`src/hw/rtl/oksa_pkg.sv`:
```
// shared types, constants and status codes of the slot allocator
package oksa_pkg;

  // field widths of the item channels
  localparam int OWNER_W   = 16;
  localparam int FUNC_W    = 32;
  localparam int ARGC_W    = 4;
  localparam int MASK_W    = 8;
  localparam int STATUS_W  = 3;
  localparam int SLOTF_W   = 6;
  localparam int RELCNT_W  = 7;

  // default configuration of the table
  localparam int DEF_SLOT_COUNT = 64;
  localparam int DEF_MAX_ARITY  = 8;
  localparam int DEF_OWNER_BITS = 16;

  // command queue between front and back
  localparam int QUEUE_DEPTH = 2;

  // slots are reduced in groups of this size
  localparam int GRP_SIZE = 8;

  // operation codes
  localparam logic OP_ACQUIRE = 1'b0;
  localparam logic OP_RELEASE = 1'b1;

  // result status codes
  localparam logic [STATUS_W-1:0] ST_OK        = 3'd0;
  localparam logic [STATUS_W-1:0] ST_TOO_MANY  = 3'd1;
  localparam logic [STATUS_W-1:0] ST_FLOAT_ARG = 3'd2;
  localparam logic [STATUS_W-1:0] ST_FLOAT_RET = 3'd3;
  localparam logic [STATUS_W-1:0] ST_EXHAUSTED = 3'd4;

  // classified command handed from front to back
  typedef struct packed {
    logic                 is_release;
    logic [OWNER_W-1:0]   owner;
    logic [FUNC_W-1:0]    func;
    logic [ARGC_W-1:0]    arity;
    logic [STATUS_W-1:0]  status;
  } cmd_t;

endpackage

```
`src/hw/rtl/oksa_if.sv`:
```
// request and response channel interfaces of the slot allocator
interface oksa_req_if import oksa_pkg::*; ();
  logic                valid;
  logic                ready;
  logic                operation;
  logic [OWNER_W-1:0]  owner_id;
  logic [FUNC_W-1:0]   function_index;
  logic [ARGC_W-1:0]   arg_count;
  logic [MASK_W-1:0]   arg_nonint_mask;
  logic                return_nonint;

  modport source (
    output valid, operation, owner_id, function_index, arg_count,
           arg_nonint_mask, return_nonint,
    input  ready
  );
  modport sink (
    input  valid, operation, owner_id, function_index, arg_count,
           arg_nonint_mask, return_nonint,
    output ready
  );
endinterface

interface oksa_rsp_if import oksa_pkg::*; ();
  logic                 valid;
  logic                 ready;
  logic [STATUS_W-1:0]  status;
  logic [SLOTF_W-1:0]   slot_index;
  logic [ARGC_W-1:0]    arity;
  logic                 reused;
  logic [RELCNT_W-1:0]  released_count;

  modport source (
    output valid, status, slot_index, arity, reused, released_count,
    input  ready
  );
  modport sink (
    input  valid, status, slot_index, arity, reused, released_count,
    output ready
  );
endinterface

```
`src/hw/rtl/oksa_front.sv`:
```
// front end: takes request items and classifies acquire checks
module oksa_front import oksa_pkg::*; #(
  parameter int MAX_ARITY  = DEF_MAX_ARITY,
  parameter int OWNER_BITS = DEF_OWNER_BITS
) (
  oksa_req_if.sink req,
  output logic     push_valid,
  input  logic     push_ready,
  output cmd_t     push_data
);

  localparam logic [ARGC_W-1:0]  MAX_A    = ARGC_W'(MAX_ARITY);
  localparam logic [OWNER_W-1:0] OWN_MASK = (OWNER_BITS >= OWNER_W) ? {OWNER_W{1'b1}} :
                                            OWNER_W'((65'd1 << OWNER_BITS) - 65'd1);

  logic [MASK_W-1:0]   arg_live;
  logic                float_arg;
  logic [STATUS_W-1:0] chk_status;

  // handshake passes straight through to the queue
  assign req.ready  = push_ready;
  assign push_valid = req.valid;

  // only mask bits below the argument count count
  always_comb begin
    for (int i = 0; i < MASK_W; i++) begin
      arg_live[i] = (ARGC_W'(i) < req.arg_count);
    end
  end
  assign float_arg = |(req.arg_nonint_mask & arg_live);

  // checks in order: arity, argument class, return class
  always_comb begin
    priority if (req.operation == OP_RELEASE) begin
      chk_status = ST_OK;
    end else if (req.arg_count > MAX_A) begin
      chk_status = ST_TOO_MANY;
    end else if (float_arg) begin
      chk_status = ST_FLOAT_ARG;
    end else if (req.return_nonint) begin
      chk_status = ST_FLOAT_RET;
    end else begin
      chk_status = ST_OK;
    end
  end

  // classified command
  always_comb begin
    push_data.is_release = (req.operation == OP_RELEASE);
    push_data.owner      = req.owner_id & OWN_MASK;
    push_data.func       = req.function_index;
    push_data.arity      = req.arg_count;
    push_data.status     = chk_status;
  end

endmodule

```
`src/hw/rtl/oksa_fifo.sv`:
```
// short command queue between front and back
module oksa_fifo import oksa_pkg::*; (
  input  logic clk,
  input  logic rst,
  input  logic push_valid,
  output logic push_ready,
  input  cmd_t push_data,
  output logic pop_valid,
  input  logic pop_ready,
  output cmd_t pop_data
);

  localparam int PTR_W = (QUEUE_DEPTH > 1) ? $clog2(QUEUE_DEPTH) : 1;
  localparam int CNT_W = $clog2(QUEUE_DEPTH + 1);
  localparam logic [PTR_W-1:0] LAST = PTR_W'(QUEUE_DEPTH - 1);

  cmd_t             mem [QUEUE_DEPTH];
  logic [PTR_W-1:0] wr_ptr;
  logic [PTR_W-1:0] rd_ptr;
  logic [CNT_W-1:0] count;
  logic             do_push;
  logic             do_pop;

  assign push_ready = (count != CNT_W'(QUEUE_DEPTH));
  assign pop_valid  = (count != '0);
  assign pop_data   = mem[rd_ptr];
  assign do_push    = push_valid && push_ready;
  assign do_pop     = pop_valid && pop_ready;

  // storage
  always_ff @(posedge clk) begin
    if (do_push) begin
      mem[wr_ptr] <= push_data;
    end
  end

  // pointers and fill count
  always_ff @(posedge clk) begin
    if (rst) begin
      wr_ptr <= '0;
      rd_ptr <= '0;
      count  <= '0;
    end else begin
      if (do_push) begin
        wr_ptr <= (wr_ptr == LAST) ? '0 : wr_ptr + 1'b1;
      end
      if (do_pop) begin
        rd_ptr <= (rd_ptr == LAST) ? '0 : rd_ptr + 1'b1;
      end
      if (do_push && !do_pop) begin
        count <= count + 1'b1;
      end else if (do_pop && !do_push) begin
        count <= count - 1'b1;
      end
    end
  end

endmodule

```
`src/hw/rtl/oksa_back.sv`:
```
// back end: slot table with parallel compare, group reduction and commit
module oksa_back import oksa_pkg::*; #(
  parameter int SLOT_COUNT = DEF_SLOT_COUNT
) (
  input  logic       clk,
  input  logic       rst,
  input  logic       pop_valid,
  output logic       pop_ready,
  input  cmd_t       pop_data,
  oksa_rsp_if.source rsp
);

  localparam int NGRP  = (SLOT_COUNT + GRP_SIZE - 1) / GRP_SIZE;
  localparam int PAD   = NGRP * GRP_SIZE;
  localparam int GI_W  = (NGRP > 1) ? $clog2(NGRP) : 1;
  localparam int LI_W  = $clog2(GRP_SIZE);
  localparam int SI_W  = GI_W + LI_W;
  localparam int GC_W  = $clog2(GRP_SIZE + 1);
  localparam int CNT_W = $clog2(SLOT_COUNT + 1);

  localparam logic [1:0] S_IDLE = 2'd0;
  localparam logic [1:0] S_CMP  = 2'd1;
  localparam logic [1:0] S_RED  = 2'd2;
  localparam logic [1:0] S_FIN  = 2'd3;

  logic [1:0]            state;
  cmd_t                  cur;
  logic [SLOT_COUNT-1:0] in_use;
  logic [OWNER_W-1:0]    slot_owner [SLOT_COUNT];
  logic [FUNC_W-1:0]     slot_func  [SLOT_COUNT];

  // compare stage
  logic [PAD-1:0] own_c, pair_c, free_c;
  logic [PAD-1:0] own_hit, pair_hit, free_vec;

  // group reduction stage
  logic            grp_pair_any_c [NGRP];
  logic [LI_W-1:0] grp_pair_idx_c [NGRP];
  logic            grp_free_any_c [NGRP];
  logic [LI_W-1:0] grp_free_idx_c [NGRP];
  logic [GC_W-1:0] grp_cnt_c      [NGRP];
  logic            grp_pair_any   [NGRP];
  logic [LI_W-1:0] grp_pair_idx   [NGRP];
  logic            grp_free_any   [NGRP];
  logic [LI_W-1:0] grp_free_idx   [NGRP];
  logic [GC_W-1:0] grp_cnt        [NGRP];

  // final combine
  logic             pair_found, free_found;
  logic [GI_W-1:0]  pair_g, free_g;
  logic [LI_W-1:0]  pair_l, free_l;
  logic [SI_W-1:0]  tgt_pair, tgt_free;
  logic [CNT_W-1:0] freed;
  logic             commit;
  logic             pop_err;
  logic             do_alloc;

  // result register
  logic                out_valid;
  logic [STATUS_W-1:0] out_status, res_status;
  logic [SI_W-1:0]     res_slot;
  logic [SLOTF_W-1:0]  out_slot;
  logic [ARGC_W-1:0]   out_arity, res_arity;
  logic                out_reused, res_reused;
  logic [CNT_W-1:0]    res_freed;
  logic [RELCNT_W-1:0] out_freed;
  logic [15:0]         slot_wide;
  logic [15:0]         freed_wide;

  assign pop_ready = (state == S_IDLE);
  assign pop_err   = !pop_data.is_release && (pop_data.status != ST_OK);
  assign commit    = (state == S_FIN) && (!out_valid || rsp.ready);

  // per-slot match vectors, padding slots read as taken and foreign
  for (genvar i = 0; i < PAD; i++) begin : g_cmp
    if (i < SLOT_COUNT) begin : g_real
      assign own_c[i]  = in_use[i] && (slot_owner[i] == cur.owner);
      assign pair_c[i] = own_c[i] && (slot_func[i] == cur.func);
      assign free_c[i] = !in_use[i];
    end else begin : g_pad
      assign own_c[i]  = 1'b0;
      assign pair_c[i] = 1'b0;
      assign free_c[i] = 1'b0;
    end
  end

  // first hit, first free and owner count within each group
  always_comb begin
    for (int g = 0; g < NGRP; g++) begin
      grp_pair_any_c[g] = |pair_hit[g*GRP_SIZE +: GRP_SIZE];
      grp_free_any_c[g] = |free_vec[g*GRP_SIZE +: GRP_SIZE];
      grp_pair_idx_c[g] = '0;
      grp_free_idx_c[g] = '0;
      grp_cnt_c[g]      = '0;
      for (int l = GRP_SIZE - 1; l >= 0; l--) begin
        if (pair_hit[g*GRP_SIZE + l]) begin
          grp_pair_idx_c[g] = LI_W'(l);
        end
        if (free_vec[g*GRP_SIZE + l]) begin
          grp_free_idx_c[g] = LI_W'(l);
        end
      end
      for (int l = 0; l < GRP_SIZE; l++) begin
        grp_cnt_c[g] = grp_cnt_c[g] + GC_W'(own_hit[g*GRP_SIZE + l]);
      end
    end
  end

  // combine groups: lowest group wins, counts add up
  always_comb begin
    pair_found = 1'b0;
    free_found = 1'b0;
    pair_g     = '0;
    free_g     = '0;
    pair_l     = '0;
    free_l     = '0;
    freed      = '0;
    for (int g = NGRP - 1; g >= 0; g--) begin
      if (grp_pair_any[g]) begin
        pair_found = 1'b1;
        pair_g     = GI_W'(g);
        pair_l     = grp_pair_idx[g];
      end
      if (grp_free_any[g]) begin
        free_found = 1'b1;
        free_g     = GI_W'(g);
        free_l     = grp_free_idx[g];
      end
    end
    for (int g = 0; g < NGRP; g++) begin
      freed = freed + CNT_W'(grp_cnt[g]);
    end
  end
  assign tgt_pair = {pair_g, pair_l};
  assign tgt_free = {free_g, free_l};

  // result of the current command
  always_comb begin
    res_status = ST_OK;
    res_slot   = '0;
    res_arity  = '0;
    res_reused = 1'b0;
    res_freed  = '0;
    do_alloc   = 1'b0;
    priority if (cur.is_release) begin
      res_freed = freed;
    end else if (cur.status != ST_OK) begin
      res_status = cur.status;
    end else if (pair_found) begin
      res_slot   = tgt_pair;
      res_arity  = cur.arity;
      res_reused = 1'b1;
    end else if (free_found) begin
      res_slot  = tgt_free;
      res_arity = cur.arity;
      do_alloc  = 1'b1;
    end else begin
      res_status = ST_EXHAUSTED;
    end
  end
  assign slot_wide  = 16'(res_slot);
  assign freed_wide = 16'(res_freed);

  // sequencer and stage registers
  always_ff @(posedge clk) begin
    if (rst) begin
      state <= S_IDLE;
    end else begin
      unique case (state)
        S_IDLE: begin
          if (pop_valid) begin
            state <= pop_err ? S_FIN : S_CMP;
          end
        end
        S_CMP: begin
          state <= S_RED;
        end
        S_RED: begin
          state <= S_FIN;
        end
        S_FIN: begin
          if (commit) begin
            state <= S_IDLE;
          end
        end
        default: begin
          state <= S_IDLE;
        end
      endcase
    end
  end

  // payload registers of the stages
  always_ff @(posedge clk) begin
    if (state == S_IDLE && pop_valid) begin
      cur <= pop_data;
    end
    if (state == S_CMP) begin
      own_hit  <= own_c;
      pair_hit <= pair_c;
      free_vec <= free_c;
    end
    if (state == S_RED) begin
      grp_pair_any <= grp_pair_any_c;
      grp_pair_idx <= grp_pair_idx_c;
      grp_free_any <= grp_free_any_c;
      grp_free_idx <= grp_free_idx_c;
      grp_cnt      <= grp_cnt_c;
    end
  end

  // occupancy bits: release clears the owner's slots, allocate sets one
  always_ff @(posedge clk) begin
    if (rst) begin
      in_use <= '0;
    end else if (commit) begin
      for (int i = 0; i < SLOT_COUNT; i++) begin
        if (cur.is_release && own_hit[i]) begin
          in_use[i] <= 1'b0;
        end else if (do_alloc && tgt_free == SI_W'(i)) begin
          in_use[i] <= 1'b1;
        end
      end
    end
  end

  // binding of a newly taken slot
  always_ff @(posedge clk) begin
    for (int i = 0; i < SLOT_COUNT; i++) begin
      if (commit && do_alloc && tgt_free == SI_W'(i)) begin
        slot_owner[i] <= cur.owner;
        slot_func[i]  <= cur.func;
      end
    end
  end

  // output register
  always_ff @(posedge clk) begin
    if (rst) begin
      out_valid <= 1'b0;
    end else if (commit) begin
      out_valid <= 1'b1;
    end else if (rsp.ready) begin
      out_valid <= 1'b0;
    end
  end

  always_ff @(posedge clk) begin
    if (commit) begin
      out_status <= res_status;
      out_slot   <= slot_wide[SLOTF_W-1:0];
      out_arity  <= res_arity;
      out_reused <= res_reused;
      out_freed  <= freed_wide[RELCNT_W-1:0];
    end
  end

  assign rsp.valid          = out_valid;
  assign rsp.status         = out_status;
  assign rsp.slot_index     = out_slot;
  assign rsp.arity          = out_arity;
  assign rsp.reused         = out_reused;
  assign rsp.released_count = out_freed;

endmodule

```
`src/hw/rtl/owner_keyed_slot_allocator_core.sv`:
```
// top level of the owner-keyed slot allocator
// Binds (owner, function) pairs to SLOT_COUNT slots. The front end takes a request item
// in any cycle the two-entry command queue has room and classifies it (too many args,
// non-integer argument, non-integer return). The back end executes one command at a
// time: an acquire that fails a check goes through pop and result, a table operation
// through pop, parallel compare of all slots, per-group first-hit and count over groups
// of eight, and combine and commit, and the back end takes no new command until the
// current one has committed. A release frees all slots of the owner in its commit
// cycle. The result waits in an output register; the back end only stalls in its
// commit cycle while that register is still full.
module owner_keyed_slot_allocator_core import oksa_pkg::*; #(
  parameter int SLOT_COUNT = DEF_SLOT_COUNT,
  parameter int MAX_ARITY  = DEF_MAX_ARITY,
  parameter int OWNER_BITS = DEF_OWNER_BITS
) (
  input  logic       clk,
  input  logic       rst,
  oksa_req_if.sink   req,
  oksa_rsp_if.source rsp
);

  logic q_push, q_ready, q_valid, q_pop;
  cmd_t q_in, q_out;

  // classify incoming items
  oksa_front #(
    .MAX_ARITY  (MAX_ARITY),
    .OWNER_BITS (OWNER_BITS)
  ) u_front (
    .req        (req),
    .push_valid (q_push),
    .push_ready (q_ready),
    .push_data  (q_in)
  );

  // decouple front and back
  oksa_fifo u_fifo (
    .clk        (clk),
    .rst        (rst),
    .push_valid (q_push),
    .push_ready (q_ready),
    .push_data  (q_in),
    .pop_valid  (q_valid),
    .pop_ready  (q_pop),
    .pop_data   (q_out)
  );

  // slot table engine
  oksa_back #(
    .SLOT_COUNT (SLOT_COUNT)
  ) u_back (
    .clk       (clk),
    .rst       (rst),
    .pop_valid (q_valid),
    .pop_ready (q_pop),
    .pop_data  (q_out),
    .rsp       (rsp)
  );

  // a command left the queue only when the engine had stopped at its start state
  a_pop_idle: assert property (@(posedge clk) disable iff (rst)
    (q_pop && q_valid) |=> !q_pop)
    else $error("engine took a new command right after another");

  // a reused slot is a successful acquire and frees nothing
  a_reuse_ok: assert property (@(posedge clk) disable iff (rst)
    (rsp.valid && rsp.reused) |-> (rsp.status == ST_OK && rsp.released_count == '0))
    else $error("reused slot with bad status or release count");

  // a failed acquire carries no slot, arity or count
  a_err_clean: assert property (@(posedge clk) disable iff (rst)
    (rsp.valid && rsp.status != ST_OK) |->
      (rsp.slot_index == '0 && rsp.arity == '0 && rsp.released_count == '0))
    else $error("error result carries slot data");

endmodule
```
`src/flat_wrapper.sv`:
```
// flat-port wrapper written by rule: the top's interface ports become plain ports
module owner_keyed_slot_allocator_core_flat import oksa_pkg::*;
#(
  parameter int SLOT_COUNT = DEF_SLOT_COUNT,
  parameter int MAX_ARITY  = DEF_MAX_ARITY,
  parameter int OWNER_BITS = DEF_OWNER_BITS
)
  (clk, rst, req_valid, req_operation, req_owner_id, req_function_index, req_arg_count, req_arg_nonint_mask, req_return_nonint, req_ready, rsp_valid, rsp_status, rsp_slot_index, rsp_arity, rsp_reused, rsp_released_count, rsp_ready);
  oksa_req_if req_i ();
  oksa_rsp_if rsp_i ();
  input  logic clk;
  input  logic rst;
  input wire logic [$bits(req_i.valid)-1:0] req_valid;
  input wire logic [$bits(req_i.operation)-1:0] req_operation;
  input wire logic [$bits(req_i.owner_id)-1:0] req_owner_id;
  input wire logic [$bits(req_i.function_index)-1:0] req_function_index;
  input wire logic [$bits(req_i.arg_count)-1:0] req_arg_count;
  input wire logic [$bits(req_i.arg_nonint_mask)-1:0] req_arg_nonint_mask;
  input wire logic [$bits(req_i.return_nonint)-1:0] req_return_nonint;
  output wire logic [$bits(req_i.ready)-1:0] req_ready;
  output wire logic [$bits(rsp_i.valid)-1:0] rsp_valid;
  output wire logic [$bits(rsp_i.status)-1:0] rsp_status;
  output wire logic [$bits(rsp_i.slot_index)-1:0] rsp_slot_index;
  output wire logic [$bits(rsp_i.arity)-1:0] rsp_arity;
  output wire logic [$bits(rsp_i.reused)-1:0] rsp_reused;
  output wire logic [$bits(rsp_i.released_count)-1:0] rsp_released_count;
  input wire logic [$bits(rsp_i.ready)-1:0] rsp_ready;
  assign req_i.valid = req_valid;
  assign req_i.operation = req_operation;
  assign req_i.owner_id = req_owner_id;
  assign req_i.function_index = req_function_index;
  assign req_i.arg_count = req_arg_count;
  assign req_i.arg_nonint_mask = req_arg_nonint_mask;
  assign req_i.return_nonint = req_return_nonint;
  assign req_ready = req_i.ready;
  assign rsp_valid = rsp_i.valid;
  assign rsp_status = rsp_i.status;
  assign rsp_slot_index = rsp_i.slot_index;
  assign rsp_arity = rsp_i.arity;
  assign rsp_reused = rsp_i.reused;
  assign rsp_released_count = rsp_i.released_count;
  assign rsp_i.ready = rsp_ready;
  owner_keyed_slot_allocator_core #(.SLOT_COUNT(SLOT_COUNT), .MAX_ARITY(MAX_ARITY), .OWNER_BITS(OWNER_BITS)) u_core (.clk(clk), .rst(rst), .req(req_i), .rsp(rsp_i));
endmodule
```
`config.mk`:
```
export PLATFORM = sky130hd
export DESIGN_NAME = owner_keyed_slot_allocator_core_flat
export DESIGN_NICKNAME = d
export VERILOG_FILES = /design/src/hw/rtl/oksa_pkg.sv /design/src/hw/rtl/oksa_if.sv /design/src/hw/rtl/oksa_front.sv /design/src/hw/rtl/oksa_fifo.sv /design/src/hw/rtl/oksa_back.sv /design/src/hw/rtl/owner_keyed_slot_allocator_core.sv /design/src/flat_wrapper.sv
export SDC_FILE = /design/constraint.sdc
export NUM_CORES = 2
export LEC_CHECK = 0
export BUFFER_PORTS_ARGS = -buffer_cell sky130_fd_sc_hd__buf_2
export CELL_PAD_IN_SITES_DETAIL_PLACEMENT = 0
export CELL_PAD_IN_SITES_GLOBAL_PLACEMENT = 1
export CORE_MARGIN = 5
export CORE_UTILIZATION = 56
export DETAILED_ROUTE_END_ITERATION = 12
export PLACE_DENSITY = 0.87
export SYNTH_ARGS = -nofsm -noshare
export SYNTH_HDL_FRONTEND = slang
export SYNTH_SLANG_ARGS = --single-unit
```
`constraint.sdc`:
```
create_clock -name clk -period 16.4 [get_ports clk]
set_input_delay 1.64 -clock clk [delete_from_list [all_inputs] [get_ports clk]]
set_output_delay 1.64 -clock clk [all_outputs]
set_load 0.01 [all_outputs]
```
==> reports/qor.txt <==
Status -> finished, final reports clean
CP Data Arrival Time -> 5.21 ns
Sequential area share after synthesis -> 0.721
WL per Instance -> 29.2 um
Overflow after GRT -> 0
Starting Density -> 0.563
CTS Sinks -> 3618
DRT antenna net count -> 0
Initial antenna violation count -> 24
Number of global-route vias before repair -> 81060
Largest net degree at the start of global routing -> 101
Fmax -> 217 MHz
Area growth from synthesis to layout -> 12.0%
Layout Cells excl Fill -> 13319
Final Critical Period -> 4.62 ns
Top Ports -> 89
WP data required -> 17.00 ns
Cells along the critical path -> buf_2 -> nand2b_1 -> nand2_1 -> inv_1 -> buf_4 -> nand3_4 -> or4_1 -> buf_4 -> or3_4 -> clkinv_1 -> buf_4
Routed WL -> 390000 um
Mapped Nets -> 9324
Total CTS buffers -> 365
Worst-margin pin slew -> 1.33 ns
Ys Warns -> 0
Unique masters post-synth -> 64
First-pass GRT wire length -> 558000 um
Hold_buf cts -> 0
Nature of the critical path startpoint -> primary input
FP Rows -> 189
HP Class -> register to register
Worst vdd ir -> 0.187 mV
Synth area leaders -> edfxtp_1 71%, xnor2_1 12%, xor2_1 6.0%, nand4_1 2.4%, nor4_1 1.6%
Nets -> 9660
Setup-failing EPs final -> 0
CTS clk-pin slew, worst paths -> 0.06 ns
Commonest cells in the netlist -> 3546 x edfxtp_1, 2056 x xnor2_1, 1029 x xor2_1
HPWL after detailed placement -> 215000 um
DR DRC count -> 0
DR vias -> 81564
RSZ-0062 raised after global routing -> no
Vias per Instance -> 6.12
TritonCTS clock tree -> yes
Syn Area/Cell -> 16.3 um^2
Hold Vio Cnt, Final -> 0
Pre-antenna DRT Iters -> 6
Synth async-reset ratio -> 0
Final worst-path cycle share -> 0.281
Number of setup buffers added after CTS -> 0
Clk root buf -> clkbuf_16
Arithmetic-cell share of the synthesized area counting full adders, half adders and majority gates -> 0.0105
Largest area contributor in the netlist -> edfxtp_1
Clock Skew -> 0.0682 ns
Die area -> 278000 um^2
Setup TNS -> 0 ns
Die outline width -> 527 um
Max_cap viols -> 0
Critical path class -> primary input to register
Die Span Y -> 527 um
Slowest cell on the critical path -> or4_1
Mux cell area share after synthesis -> 0.00435
Main combinational cell family by area after synthesis -> XOR/XNOR gates
Simple-gate portion of the synthesized area -> 0.0566
Latest clock arrival within the worst-skew pair -> 0.98 ns
Count leader, synth -> edfxtp_1
Crit path buffers/inverters -> 6
Max H-tree Level -> 5
Clock buffer depth -> 4
Xor/xnor share of the synthesized area -> 0.181
GRT Resource Usage Total -> 0.276
Gates resized, CTS repair -> 0
Placed Cells -> 12668
Worst Path Max Fanout -> 48
Port-buffer cells -> 88
Layout Utilization -> 0.631
Compound-Gate Fraction of Synth Area -> 0.0112
Iter 0 DRT Violations -> 10496
P per Cell Area -> 173 nW/um^2
Synthesized flop and latch total -> 3618
FILL cells -> 17862
Syn Inst Count -> 9166
P_leak -> 0.0523 uW
Share of cells above drive strength 1 -> 0.101
EDFF count, synth -> 3546
Synth top area share -> 0.712
CP max stage delay -> 0.56 ns
RePlAce Congestion -> 0.890
Primary FF master, synth -> edfxtp_1
Crit path max-delay family -> buffers and inverters
Most common cell on crit path -> buf_4
Slew headroom -> 0.112
CP Capture Type -> register
Mapped cell area -> 150000 um^2
Final Max Slew Viols -> 0
Area of the core -> 266000 um^2
metal layers:
layer | share of wire | GRT usage | vias to the layer above
li1 | - | - | 34247
met1 | 0.39 | 0.392 | 41776
met2 | 0.46 | 0.435 | 4774
met3 | 0.11 | 0.0491 | 761
met4 | 0.038 | 0.0956 | 6
met5 | 0.00011 | 0 | -
worst paths after layout:
| path | from | to | slack [ns] | cells past startpoint |
|---|---|---|---|---|
| worst max register to register | u_core.u_back.grp_free_any[5] | u_core.u_back.slot_func[0][225] | 11.88 | 6 |
| worst min-delay path | u_core.u_back.in_use[26] | u_core.u_back.in_use[26] | 0.47 | 1 |
| worst max-delay path | rsp_ready | u_core.u_back.slot_func[1][957] | 11.78 | 11 |
| worst min register to register | u_core.u_back.in_use[26] | u_core.u_back.in_use[26] | 0.47 | 1 |
state kept, by name (all words and copies together) (netlist names), 2 cells and up, named ones only:
name                              flops
u_core.u_fifo.mem                   110
u_core.u_back.in_use                 64
u_core.u_back.rsp.slot_index          6
u_core.u_back.state                   2
u_core.u_back.free_vec               64
u_core.u_back.grp_free_idx           24
u_core.u_back.grp_free_any            8
u_core.u_back.own_hit                64
u_core.u_back.rsp.arity               4
u_core.u_back.pair_hit               64
u_core.u_back.slot_func            2048
u_core.u_back.rsp.released_count      7
u_core.u_back.cur                    55
u_core.u_back.rsp.status              3
u_core.u_back.grp_pair_idx           24
u_core.u_fifo.count                   2
u_core.u_back.slot_owner           1024
u_core.u_back.grp_pair_any            8
u_core.u_back.grp_cnt                32
cells by family after synthesis:
logic type | Yosys count
AO/OA/AOI/OAI | 261
XOR/XNOR | 3085
adder cells (fa/ha/maj) | 92
buffers and inverters | 617
flip-flops | 3618
multiplexers | 58
AND/OR/NAND/NOR | 1435
worst register-to-register path: stages, from the launching register on:
cell      delay, ns
edfxtp_1       0.50
nor2_1         0.22
o221ai_1       0.18
o21a_1         0.31
nor2_1         0.79
nand3_1        0.84
nor2_4         1.27
final cells by class:
cell class | instances | area, um^2 | share of cell area
timing repair buffer | 342 | 2800 | 0.0167
clock inverter | 178 | 1990 | 0.0119
antenna | 4 | 10.0 | 0.0000597
clock buffer | 469 | 9770 | 0.0583
inverter | 244 | 916 | 0.00546
sequential | 3618 | 108000 | 0.644
tap | 3533 | 4420 | 0.0264
multi-input combinational | 4931 | 39800 | 0.238
layout by cell type, fill, tap and decap left out, types with 42 or more instances in the layout:
cell type,count
a21oi_1,110
and3_1,64
buf_2,87
buf_4,219
bufinv_16,42
clkbuf_1,83
clkbuf_16,368
clkinv_1,65
clkinv_2,48
dfxtp_1,71
edfxtp_1,3546
fa_1,55
inv_1,242
mux2_2,56
nand2_1,42
nand4_1,581
nor2_1,57
nor3_1,184
nor4_1,355
o21a_1,53
xnor2_1,2056
xor2_1,1029
per-stage QoR:
stage | instance area [um^2] | power [uW] | hold WS [ns] | setup WS, ns
CTS | 168000 | 29000 | 0.466 | 12.01
global route | 168000 | 29900 | 0.473 | 11.80
detailed placement | 156000 | 20800 | 0.453 | 10.99
finish | 168000 | 29000 | 0.467 | 11.78
floorplan | 150000 | 17200 | 0.422 | 8.00
global placement | 156000 | 20500 | 0.447 | 11.00
where the power goes:
group          total (uW)  internal (uW)  leakage, uW  switching, uW
Combinational        8910           2780       0.0141           6130
Sequential          11800          11500       0.0324            265
Clock                8240           4850      0.00573           3390
Total               29000          19200       0.0523           9780
No activity file was read; power rests on OpenSTA's default activity.
